--- src/rtl/core/http_chunked_decoder_defines.svh ---
// Assertion macros shared by the chunked decoder RTL.
`ifndef HTTP_CHUNKED_DECODER_DEFINES_SVH
`define HTTP_CHUNKED_DECODER_DEFINES_SVH

// Same-cycle implication, sampled on clk, off while arst_n is low.
`define HCD_ASSERT_NOW(lbl, ante, cons, msg) \
	lbl: assert property (@(posedge clk) disable iff (!arst_n) (ante) |-> (cons)) \
		else $error(msg);

// Next-cycle implication, sampled on clk, off while arst_n is low.
`define HCD_ASSERT_NEXT(lbl, ante, cons, msg) \
	lbl: assert property (@(posedge clk) disable iff (!arst_n) (ante) |=> (cons)) \
		else $error(msg);

`endif

--- src/rtl/core/hcd_pkg.sv ---
// Shared constants, result type and nibble rule for the chunked decoder.
package hcd_pkg;

	localparam logic [7:0] BYTE_LF   = 8'd10;
	localparam logic [7:0] BYTE_CR   = 8'd13;
	localparam logic [7:0] BYTE_SEMI = 8'd59;

	typedef struct packed {
		logic       body_done;
		logic       payload_valid;
		logic [7:0] payload_byte;
	} hcd_result_t;

	// Loose hex rule: (b & 15) + (b >> 6) * 9, kept to 4 bits.
	function automatic logic [3:0] hex_nibble(input logic [7:0] b);
		logic [7:0] sum;
		sum = 8'(b[3:0]) + 8'(b[7:6]) * 8'd9;
		return sum[3:0];
	endfunction

endpackage

--- src/rtl/core/http_chunked_decoder.sv ---
// Top level of the HTTP chunked transfer body decoder.
// Usage:
//   Slave stream s_axis_*: one raw body byte per transfer in tdata, tlast set
//   on the final byte of a body. After that byte the parser restarts at the
//   size line of a fresh body.
//   Master stream m_axis_*: exactly one result transfer per input byte.
//   tdata carries the payload byte (zero when it is not payload), tuser[0]
//   marks a payload byte, tuser[1] reports that the zero-size line has ended.
// Pipeline: two register stages, input register then result register.
// Throughput: one byte per clock while m_axis_tready is high; the parse
//   step is a single pass of compare, shift-in and decrement logic
//   between the two registers.
// Reset: arst_n clears both stages and returns the parser to digit mode
//   with a zero chunk count.
// Stall: while m_axis_tready is low the result is held, the input register
//   fills, and then s_axis_tready drops; no transfer is lost or repeated.
module http_chunked_decoder #(
	parameter int SIZE_BITS = 32
) (
	input  logic       clk,
	input  logic       arst_n,
	input  logic       s_axis_tvalid,
	output logic       s_axis_tready,
	input  logic [7:0] s_axis_tdata,  // [7:0] data_byte
	input  logic       s_axis_tlast,  // last_byte
	output logic       m_axis_tvalid,
	input  logic       m_axis_tready,
	output logic [7:0] m_axis_tdata,  // [7:0] payload_byte
	output logic [1:0] m_axis_tuser   // [0] payload_valid, [1] body_done
);
	import hcd_pkg::*;

	`include "http_chunked_decoder_defines.svh"

	// input register
	logic        valid_s1;
	logic [7:0]  data_s1;
	logic        last_s1;

	// result register
	hcd_result_t result_s2;
	logic        valid_s2;

	hcd_result_t step_result;
	logic        advance;

	// item in s1 moves on when the result register is empty or being drained
	assign advance = valid_s1 && (!valid_s2 || m_axis_tready);
	assign s_axis_tready = !valid_s1 || advance;

	hcd_parser #(
		.SIZE_BITS(SIZE_BITS)
	) u_parser (
		.clk      (clk),
		.arst_n   (arst_n),
		.step     (advance),
		.data_byte(data_s1),
		.last_byte(last_s1),
		.result   (step_result)
	);

	always_ff @(posedge clk or negedge arst_n) begin
		if (!arst_n) begin
			valid_s1 <= 1'b0;
		end else if (s_axis_tready) begin
			valid_s1 <= s_axis_tvalid;
		end
	end

	always_ff @(posedge clk) begin
		if (s_axis_tready && s_axis_tvalid) begin
			data_s1 <= s_axis_tdata;
			last_s1 <= s_axis_tlast;
		end
	end

	always_ff @(posedge clk or negedge arst_n) begin
		if (!arst_n) begin
			valid_s2 <= 1'b0;
		end else if (advance) begin
			valid_s2 <= 1'b1;
		end else if (m_axis_tready) begin
			valid_s2 <= 1'b0;
		end
	end

	always_ff @(posedge clk) begin
		if (advance) begin
			result_s2 <= step_result;
		end
	end

	assign m_axis_tvalid = valid_s2;
	assign m_axis_tdata = result_s2.payload_byte;
	assign m_axis_tuser = {result_s2.body_done, result_s2.payload_valid};

	`HCD_ASSERT_NOW(a_zero_fill, m_axis_tvalid && !m_axis_tuser[0], m_axis_tdata == 8'd0, "non-payload result carries data")
	`HCD_ASSERT_NOW(a_done_excl, m_axis_tvalid, !(m_axis_tuser[0] && m_axis_tuser[1]), "payload byte flagged after body end")
	`HCD_ASSERT_NEXT(a_s1_hold, valid_s1 && !advance, valid_s1 && $stable(data_s1) && $stable(last_s1), "input register lost a byte")
	`HCD_ASSERT_NEXT(a_result_load, advance, m_axis_tvalid, "step did not load result register")

endmodule

--- src/rtl/core/hcd_parser.sv ---
// Parse state of the chunked decoder: mode, chunk count and one-byte step.
module hcd_parser #(
	parameter int SIZE_BITS = 32
) (
	input  logic                clk,
	input  logic                arst_n,
	input  logic                step,
	input  logic [7:0]          data_byte,
	input  logic                last_byte,
	output hcd_pkg::hcd_result_t result
);
	import hcd_pkg::*;

	typedef enum logic [2:0] {
		MODE_DIGITS,
		MODE_SKIP_SIZE,
		MODE_DATA,
		MODE_SKIP_DATA,
		MODE_DONE
	} mode_t;

	mode_t                mode_q, mode_d;
	logic [SIZE_BITS-1:0] count_q, count_d;
	logic                 is_lf, is_stop;

	assign is_lf   = (data_byte == BYTE_LF);
	assign is_stop = (data_byte == BYTE_CR) || (data_byte == BYTE_SEMI);

	always_comb begin
		mode_d = mode_q;
		count_d = count_q;
		result.payload_valid = 1'b0;
		result.payload_byte = 8'd0;
		case (mode_q)
			MODE_DIGITS: begin
				if (is_lf) begin
					mode_d = (count_q == '0) ? MODE_DONE : MODE_DATA;
				end else if (is_stop) begin
					mode_d = MODE_SKIP_SIZE;
				end else begin
					count_d = {count_q[SIZE_BITS-5:0], hex_nibble(data_byte)};
				end
			end
			MODE_SKIP_SIZE: begin
				if (is_lf) begin
					mode_d = (count_q == '0) ? MODE_DONE : MODE_DATA;
				end
			end
			MODE_DATA: begin
				result.payload_valid = 1'b1;
				result.payload_byte = data_byte;
				count_d = count_q - SIZE_BITS'(1);
				if (count_q == SIZE_BITS'(1)) begin
					mode_d = MODE_SKIP_DATA;
				end
			end
			MODE_SKIP_DATA: begin
				if (is_lf) begin
					mode_d = MODE_DIGITS;
					count_d = '0;
				end
			end
			MODE_DONE: begin
				mode_d = MODE_DONE;
			end
			default: begin
				mode_d = MODE_DIGITS;
				count_d = '0;
			end
		endcase
		// done flag is taken before the end-of-body restart
		result.body_done = (mode_d == MODE_DONE);
	end

	always_ff @(posedge clk or negedge arst_n) begin
		if (!arst_n) begin
			mode_q <= MODE_DIGITS;
			count_q <= '0;
		end else if (step) begin
			if (last_byte) begin
				mode_q <= MODE_DIGITS;
				count_q <= '0;
			end else begin
				mode_q <= mode_d;
				count_q <= count_d;
			end
		end
	end

endmodule

--- config.mk ---
export PLATFORM = sky130hd
export DESIGN_NAME = http_chunked_decoder
export DESIGN_NICKNAME = d
export VERILOG_FILES = /design/src/rtl/core/hcd_pkg.sv /design/src/rtl/core/http_chunked_decoder.sv /design/src/rtl/core/hcd_parser.sv
export VERILOG_INCLUDE_DIRS = /design/src /design/src/rtl/core
export SDC_FILE = /design/constraint.sdc
export NUM_CORES = 1
export LEC_CHECK = 0
export ABC_CLOCK_PERIOD_IN_PS = 3700
export BUFFER_PORTS_ARGS = -buffer_cell sky130_fd_sc_hd__buf_2
export CAP_MARGIN = 20
export CORE_ASPECT_RATIO = 0.8
export CORE_MARGIN = 1.5
export CORE_UTILIZATION = 50
export DETAILED_ROUTE_END_ITERATION = 10
export HOLD_SLACK_MARGIN = 0.08
export MAX_ROUTING_LAYER = met4
export PLACE_DENSITY = 0.65
export SETUP_SLACK_MARGIN = 0.1
export SLEW_MARGIN = 20
export SYNTH_ARGS = -nofsm -noshare
export SYNTH_HDL_FRONTEND = slang
export SYNTH_HIERARCHICAL = 1
export SYNTH_SLANG_ARGS = --single-unit
export TNS_END_PERCENT = 20
--- constraint.sdc ---
create_clock -name clk -period 3.7 [get_ports clk]
set_clock_uncertainty 0.15 [all_clocks]
set_input_delay 0 -clock clk [delete_from_list [all_inputs] [get_ports clk]]
set_output_delay 0 -clock clk [all_outputs]
set_load 0.1 [all_outputs]
# Word-level counts from Yosys, hierarchy flattened
# Cells that the tools add are included.
# word_totals
reg_bits,56
in_bits,13
out_inout_bits,12
word_cells,53
# op_classes
n_addsub,2
mul,1
n_eq_ne,13
muxes,16
n_reduce_logical,12
# ops
cell,n
32-bit two-way mux,4
32-bit one-hot mux with 4 select lines,1
"32-bit by 1-bit equality test with 1-bit output, second input constant",1
32-bit logical NOT,1
"32-bit by 1-bit subtractor with 32-bit output, second input constant",1
3-bit two-way mux,7
"8-bit by 4-bit equality test with 1-bit output, second input constant",2
3-bit one-hot mux with 5 select lines,1
9-bit two-way mux,1
"8-bit by 6-bit equality test with 1-bit output, second input constant",1
"3-bit by 2-bit equality test with 1-bit output, second input constant",2
"3-bit equality test, second input constant",2
"3-bit != test, second input constant",2
5-bit AND reduction,1
4-bit adder,1
"2-bit by 4-bit multiplier with 4-bit output, second input constant",1
"3-bit by 1-bit equality test with 1-bit output, second input constant",1
3-bit logical NOT,1
1-bit logical OR,3
"3-bit by 2-bit != test with 1-bit output, second input constant",1
1-bit logical AND,2
1-bit logical NOT,2
1-bit two-way mux,2
"2-bit by 1-bit != test with 1-bit output, second input constant",1
2 further kinds,2

# Longest topological paths before layout
# Gate-level depths: netlist (run 1).
# depth
word_depth,6
depth_mapped,8
mapped_depth_nobuf,7

# Hierarchy
# Netlist (run 1), hierarchy kept.
# by_module_without_submodules
mod,n_inst,cells_each,area_each_um2,seq_area_each_um2
hcd_parser,1,321,2582.5,875.8
http_chunked_decoder,1,27,674.4,620.6

# Least setup slack after synthesis (run 1)
# No wires, ideal clock.
# synth_timing
path_type,reg2reg
start,reg valid_s2 (netlist: m_axis_tvalid)
end,reg u_parser.count_q[17]
setup_ns,0.078
arrival_ns,2.695
required_ns,3.472
setup_slack_ns,0.777
stages_incl_launch_ff,8
path_buffers,1
synth_period_minus_slack_ns,2.923
path_cell_list,dfrtp_1 -> nand2b_1 -> and2_1 -> nor4b_1 -> nand2_1 -> clkbuf_1 -> o21ai_0 -> o2bb2ai_1
# synth_between
elab_chain_cells,4
# synth_rtl
item,line_no,text
"start, declared",http_chunked_decoder.sv:42,logic valid_s2;
"start signal, assigned",http_chunked_decoder.sv:79,valid_s2 <= 1'b0;
"start signal, assigned",http_chunked_decoder.sv:81,valid_s2 <= 1'b1;
"start signal, assigned",http_chunked_decoder.sv:83,valid_s2 <= 1'b0;
1-bit logical NOT,http_chunked_decoder.sv:48,assign advance = valid_s1 && (!valid_s2 || m_axis_tready);
1-bit logical OR,http_chunked_decoder.sv:48,
1-bit logical AND,http_chunked_decoder.sv:48,
via advance,http_chunked_decoder.sv:45,logic advance;
5-bit AND reduction (no line),-,
"end signal, assigned",hcd_parser.sv:85,count_q <= count_d;
"end, declared",hcd_parser.sv:23,"logic [SIZE_BITS-1:0] count_q, count_d;"
# The timed path passes the listed nets, and every way through them passes these cells.
# A chain may end at the register's enable or synchronous reset.

==> results of run 1 <==
worst min path at each step:
stage	from	end	cells after the start
2_1_floorplan	arst_n	m_axis_tvalid$_DFFE_PN0P_	0
3_5_place_dp	arst_n	u_parser/mode_q[2]$_DFFE_PN0P_	1
3_3_place_gp	arst_n	u_parser/mode_q[2]$_DFFE_PN0P_	1
5_1_grt	s_axis_tdata[0]	data_s1[0]$_DFFE_PP_	2
4_1_cts	arst_n	u_parser/mode_q[2]$_DFFE_PN0P_	2
6_report	arst_n	u_parser/mode_q[2]$_DFFE_PN0P_	2
power by group:
part	leakage [nW]	internal [mW]	switching [mW]
Combinational	0.798	0.158	0.327
Clock	0.0453	0.129	0.196
Sequential	0.692	0.673	0.0376
Total	1.54	0.961	0.561
logic make-up after synthesis:
kind of cell,after synthesis,synth area share
simple gates,147,0.254
compound gates,104,0.202
flops,56,0.459
buf+inv,25,0.0311
fa+ha+maj,6,0.0254
xor+xnor,5,0.0134
mux,5,0.0154
registers in the layout (all words and copies together) (netlist names):
name	flops
m_axis_tdata	8
u_parser/mode_q	3
valid_s1	1
last_s1	1
m_axis_tvalid	1
u_parser/count_q	32
data_s1	8
m_axis_tuser	2
per-stage QoR:
| step | total power [mW] | std cells | util |
|---|---|---|---|
| after floorplan | 1.07 | 348 | - |
| after global placement | 1.18 | 445 | 0.546 |
| after detailed placement | 1.18 | 445 | 0.546 |
| after CTS | 1.52 | 466 | 0.579 |
| after global routing | 1.60 | 466 | 0.579 |
| final | 1.52 | 466 | 0.579 |
cell type report:
class                      instances  area [µm²]
clock buffer                       5        68.8
inverter                           6        22.5
sequential                        56        1500
fill                             556        2670
timing repair buffer              45         310
multi-input combinational        267        1660
tap                               84         105
clock inverter                     3        13.8
metal layers:
| layer | track usage | wire (µm) | vias to the layer above |
|---|---|---|---|
| met5 | - | 0 | - |
| met4 | 0.0808 | 106 | 0 |
| met3 | 0.0424 | 758 | 11 |
| met2 | 0.370 | 3680 | 159 |
| met1 | 0.399 | 3950 | 1423 |
| li1 | - | - | 1389 |
cells in the final DEF, fill, tap and decap left out, drive strengths merged, types with 3 or more instances in the layout:
master / Yosys / layout
o21ai: 44 / 44
dfrtp: 37 / 37
buf: 2 / 32
nor2: 26 / 26
nand2: 22 / 22
nor3: 20 / 20
nor4: 20 / 20
edfxtp: 19 / 19
a21oi: 19 / 19
dlygate4sd3: 0 / 13
o2bb2ai: 11 / 11
and2: 11 / 11
nand2b: 6 / 6
a22oi: 6 / 6
inv: 6 / 6
or4: 6 / 6
clkbuf: 17 / 5
nor3b: 5 / 5
or3: 5 / 5
nand4: 5 / 5
mux2i: 5 / 5
ha: 5 / 5
or2: 4 / 4
and3: 4 / 4
xnor2: 4 / 4
nand3: 4 / 4
a31oi: 3 / 3
o31a: 3 / 3
clkinv: 0 / 3
or3b: 3 / 3
==> results.json, run 1 <==
{
  "outcome": "complete, no violations",
  "cp.required_ns": 3.70,
  "antenna_left": 0,
  "synth_cell_types": 53,
  "root_buffer": "clkbuf_8",
  "endpoint_kind": "register",
  "synth_area_um2": 3260,
  "setup.worst_path.end": "m_axis_tuser[1]$_DFFE_PP_",
  "grt.overflow.total": 0,
  "die_y_um": 75.2,
  "cp-start-kind": "register",
  "antenna_found_initial": 0,
  "synth_area_leaders": "dfrtp_1 28%, edfxtp_1 18%, o21ai_0 6.8%",
  "wl_per_cell_um": 18.2,
  "syn_to_final_growth_pct": 12.9,
  "post-route-drc-count": 0,
  "ys_top_cells_by_count": "44 x o21ai_0, 37 x dfrtp_1, 26 x nor2_1, 22 x nand2_1",
  "cts_buffers": 5,
  "drt_iter0_drc": 392,
  "nNetsFinal": 400,
  "coreArea_um2": 6340,
  "ir_drop_v": 0.000236,
  "crit_chain": "inv_1 -> ha_1 -> nor3b_1 -> nand2_1 -> or4_4 -> or3b_1 -> a21oi_1",
  "crit_cells": 7,
  "place_congestion": 0.949,
  "num_io_pins": 25,
  "clkTransAtPathRegs_ns": 0.10,
  "cp_max_fo": 7,
  "htree_levels": 2,
  "grt_pass1_wl_um": 13900,
  "final_area_um2": 3680,
  "die_w_um": 93.2,
  "reg2reg_depth": 7,
  "p_leak_nw": 1.54,
  "cp.arrival_ns": 3.07,
  "r2r_end": "m_axis_tuser[1]$_DFFE_PP_",
  "synthDominantCellAreaShare": 0.284,
  "path_class": "register to register",
  "firstDrtPassIters": 5,
  "finalCritPeriodShare": 0.829,
  "cts_resized": 0,
  "period_minus_slack_ns": 3.07,
  "slew_violations": 0,
  "cpMaxStageDelayCell": "or4_4",
  "clk_path_buf_depth": 2,
  "path_delay_family": "simple AND/OR/NAND/NOR gates",
  "synth_area_leader_cell": "dfrtp_1",
  "worstMarginPinSlew_ns": 0.857,
  "dieArea_um2": 7010,
  "placed_area_um2": 3460,
  "synth_enable_flop_cells": 19,
  "r2r_setup_slack_ns": 0.63,
  "worst_slack_ns": 0.633,
  "synth.avg_cell_area_um2": 9.36,
  "synthFlopType": "dfrtp_1",
  "pre_cts_ws_ns": 0.685,
  "start_util": 0.513,
  "finalHoldViolCount": 0,
  "ys_warn_count": 6,
  "tns_ns": 0,
  "wl_um": 8500,
  "place_hpwl_um": 5740,
  "startpoint": "u_parser/count_q[0]$_DFFE_PN0P_",
  "path_buf_inv": 1,
  "yosys.cell_count.top_type": "o21ai_0",
  "cts_tree": "built",
  "grt_max_degree": 38,
  "routed_via_density": 6.40,
  "yosysSeqAreaShare": 0.459,
  "relSlewSlack": 0.429,
  "grt_pass1_vias": 2657,
  "clkLatencyLatePin_ns": 0.31,
  "hold_path_class": "input pin to asynchronous set/reset pin",
  "grt_setup_unrepaired": "false",
  "drive_above_1_share": 0.134,
  "fmax_mhz": 326,
  "cts_sinks": 56,
  "ys_seq_elements": 56,
  "rows": 26,
  "maxCapViolations": 0,
  "setup-violations-final": 0,
  "hold_buffers": 13,
  "r2r-start": "u_parser/count_q[0]$_DFFE_PN0P_",
  "grt_use_total": 0.267,
  "post_cts.repair.setup_buffers": 0,
  "whs_ns": 0.179,
  "powerDensity_nw_per_um2": 414,
  "postSynthCellCount": 348,
  "cp_slowest_stage_delay_ns": 0.63,
  "numPortBuffers": 24,
  "async_flop_share": 0.661,
  "syn_nets": 367,
  "diodes": 0,
  "dr_total_vias": 2982
}
No activity file was read; power rests on OpenSTA's default activity.
==> inputs of run 2 (changes only) <==
- ABC_CLOCK_PERIOD_IN_PS: 3700 -> 2600
- PLACE_DENSITY: 0.65 -> 0.68
- clock period: 3.7 -> 2.6 ns (I/O delays scaled with it)
==> results.json, run 2 (synthesized netlist as in run 1, its figures left out) <==
{
  "grt_setup_unrepaired": "true",
  "p_leak_nw": 1.77,
  "cts_buffers": 5,
  "start_util": 0.513,
  "largest_reg_flops": 32,
  "numPortBuffers": 24,
  "firstDrtPassIters": 5,
  "ir_drop_v": 0.000322,
  "slew_violations": 0,
  "cp-start-kind": "register",
  "num-fill-cells": 509,
  "hold_path_class": "input pin to asynchronous set/reset pin",
  "placed_area_um2": 3760,
  "finalHoldViolCount": 0,
  "cp_max_fo": 3,
  "clkTransAtPathRegs_ns": 0.10,
  "cp_slowest_stage_delay_ns": 0.55,
  "path_common_cell": "or4_4",
  "post_cts.repair.setup_buffers": 0,
  "die_y_um": 75.2,
  "clk_path_buf_depth": 2,
  "worstMarginPinSlew_ns": 0.847,
  "violations": "negative setup slack",
  "cts_sinks": 56,
  "antenna_left": 0,
  "layout_common_cells": "47 x buf_4, 42 x o21ai_0, 36 x dfrtp_1",
  "grt_pass1_vias": 2997,
  "diodes": 0,
  "syn_to_final_growth_pct": 25.6,
  "endpoint_kind": "register",
  "grt_use_total": 0.286,
  "grt_max_degree": 38,
  "period_minus_slack_ns": 2.66,
  "nNetsFinal": 439,
  "tns_ns": -0.0643,
  "post-route-drc-count": 0,
  "pre_cts_ws_ns": -0.0349,
  "drive_above_1_share": 0.252,
  "regMostFlops": "u_parser/count_q",
  "layout_commonest_cell": "buf_4",
  "num_io_pins": 25,
  "wl_per_cell_um": 18.3,
  "cp.arrival_ns": 2.68,
  "grt.overflow.total": 0,
  "maxCapViolations": 0,
  "die_w_um": 93.2,
  "dieArea_um2": 7010,
  "powerDensity_nw_per_um2": 598,
  "cpMaxStageDelayCell": "or4_4",
  "path_class": "register to register",
  "fmax_mhz": 375,
  "outcome": "finished, violations left",
  "finalCritPeriodShare": 1.02,
  "path_buf_inv": 0,
  "root_buffer": "clkbuf_8",
  "crit_chain": "or4_4 -> or3_4 -> or4_4 -> or3b_1 -> a21oi_1",
  "drt_iter0_drc": 327,
  "dr_total_vias": 3217,
  "setup-violations-final": 1,
  "place_congestion": 0.935,
  "worst_slack_ns": -0.0643,
  "relSlewSlack": 0.436,
  "final_area_um2": 4090,
  "grt_pass1_wl_um": 14700,
  "wl_um": 9240,
  "path_delay_family": "simple AND/OR/NAND/NOR gates",
  "place_hpwl_um": 6300,
  "cts_tree": "built",
  "antenna_found_initial": 0,
  "coreArea_um2": 6340,
  "rows": 26,
  "cp.required_ns": 2.62,
  "routed_via_density": 6.37,
  "htree_levels": 2,
  "clkLatencyLatePin_ns": 0.32
}
-- run 2: cell types whose count changed in the layout (fill, tap and decap cells not counted), sizes merged --
cell / delta
buf: +39
clkinv: -2
bufinv: +1
clkbuf: +1
-- run 2: final cells by class --
type | count | area [µm²] | area share
sequential | 56 | 1500 | 0.366
timing repair buffer | 84 | 603 | 0.147
clock inverter | 2 | 35.0 | 0.00856
clock buffer | 6 | 72.6 | 0.0177
tap | 84 | 105 | 0.0257
inverter | 6 | 22.5 | 0.00550
multi-input combinational | 267 | 1760 | 0.429
-- run 2: worst register-to-register path: stages (launching register included) --
cell and delay, ns:
dfrtp_1 0.40, or4_4 0.54, or3_4 0.35, or4_4 0.55, or3b_1 0.39, a21oi_1 0.13
-- run 2: worst paths after layout --
kind	startpoint	end	slack, ns	cells after the start
worst max register to register	u_parser/count_q[29]$_DFFE_PN0P_	m_axis_tuser[1]$_DFFE_PP_	-0.06	5
worst min-delay path	arst_n	u_parser/mode_q[1]$_DFFE_PN0P_	0.17	2
max in group asynchronous	arst_n	m_axis_tvalid$_DFFE_PN0P_	1.55	2
worst max-delay path	u_parser/count_q[29]$_DFFE_PN0P_	m_axis_tuser[1]$_DFFE_PP_	-0.06	5
worst min register to register	u_parser/count_q[31]$_DFFE_PN0P_	u_parser/count_q[31]$_DFFE_PN0P_	0.37	1
min in group clk	s_axis_tdata[6]	data_s1[6]$_DFFE_PP_	0.24	2
-- run 2: what timing repair did --
item,4_1_cts,5_1_grt
gates resized for setup,9,8
hold buffers,13,0
endpoints found under the setup margin,5,13
endpoints found under the hold margin,57,0
-- run 2: report_power, final --
part	internal [mW]	switching, mW	total (mW)
logic	0.349	0.526	0.875
clock network	0.286	0.288	0.574
registers	0.958	0.0407	0.999
total	1.59	0.855	2.45
-- run 2: per-stage QoR --
stage	std cells	hold WS, ns	power [mW]	utilization
6_report	505	0.168	2.45	0.645
5_1_grt	505	0.245	2.55	0.645
4_1_cts	505	0.194	2.42	0.639
3_5_place_dp	484	0.00701	1.80	0.593
3_3_place_gp	484	-0.00171	1.79	0.593
2_1_floorplan	348	-0.446	1.52	-
-- run 2: layer usage --
| layer | global-route usage | vias to the layer above | wire (µm) | share of wire |
|---|---|---|---|---|
| met5 | - | - | 0 | 0 |
| met4 | 0.101 | 0 | 142 | 0.015 |
| met3 | 0.0636 | 21 | 848 | 0.092 |
| met2 | 0.422 | 189 | 4090 | 0.44 |
| met1 | 0.388 | 1538 | 4160 | 0.45 |
| li1 | - | 1469 | - | - |
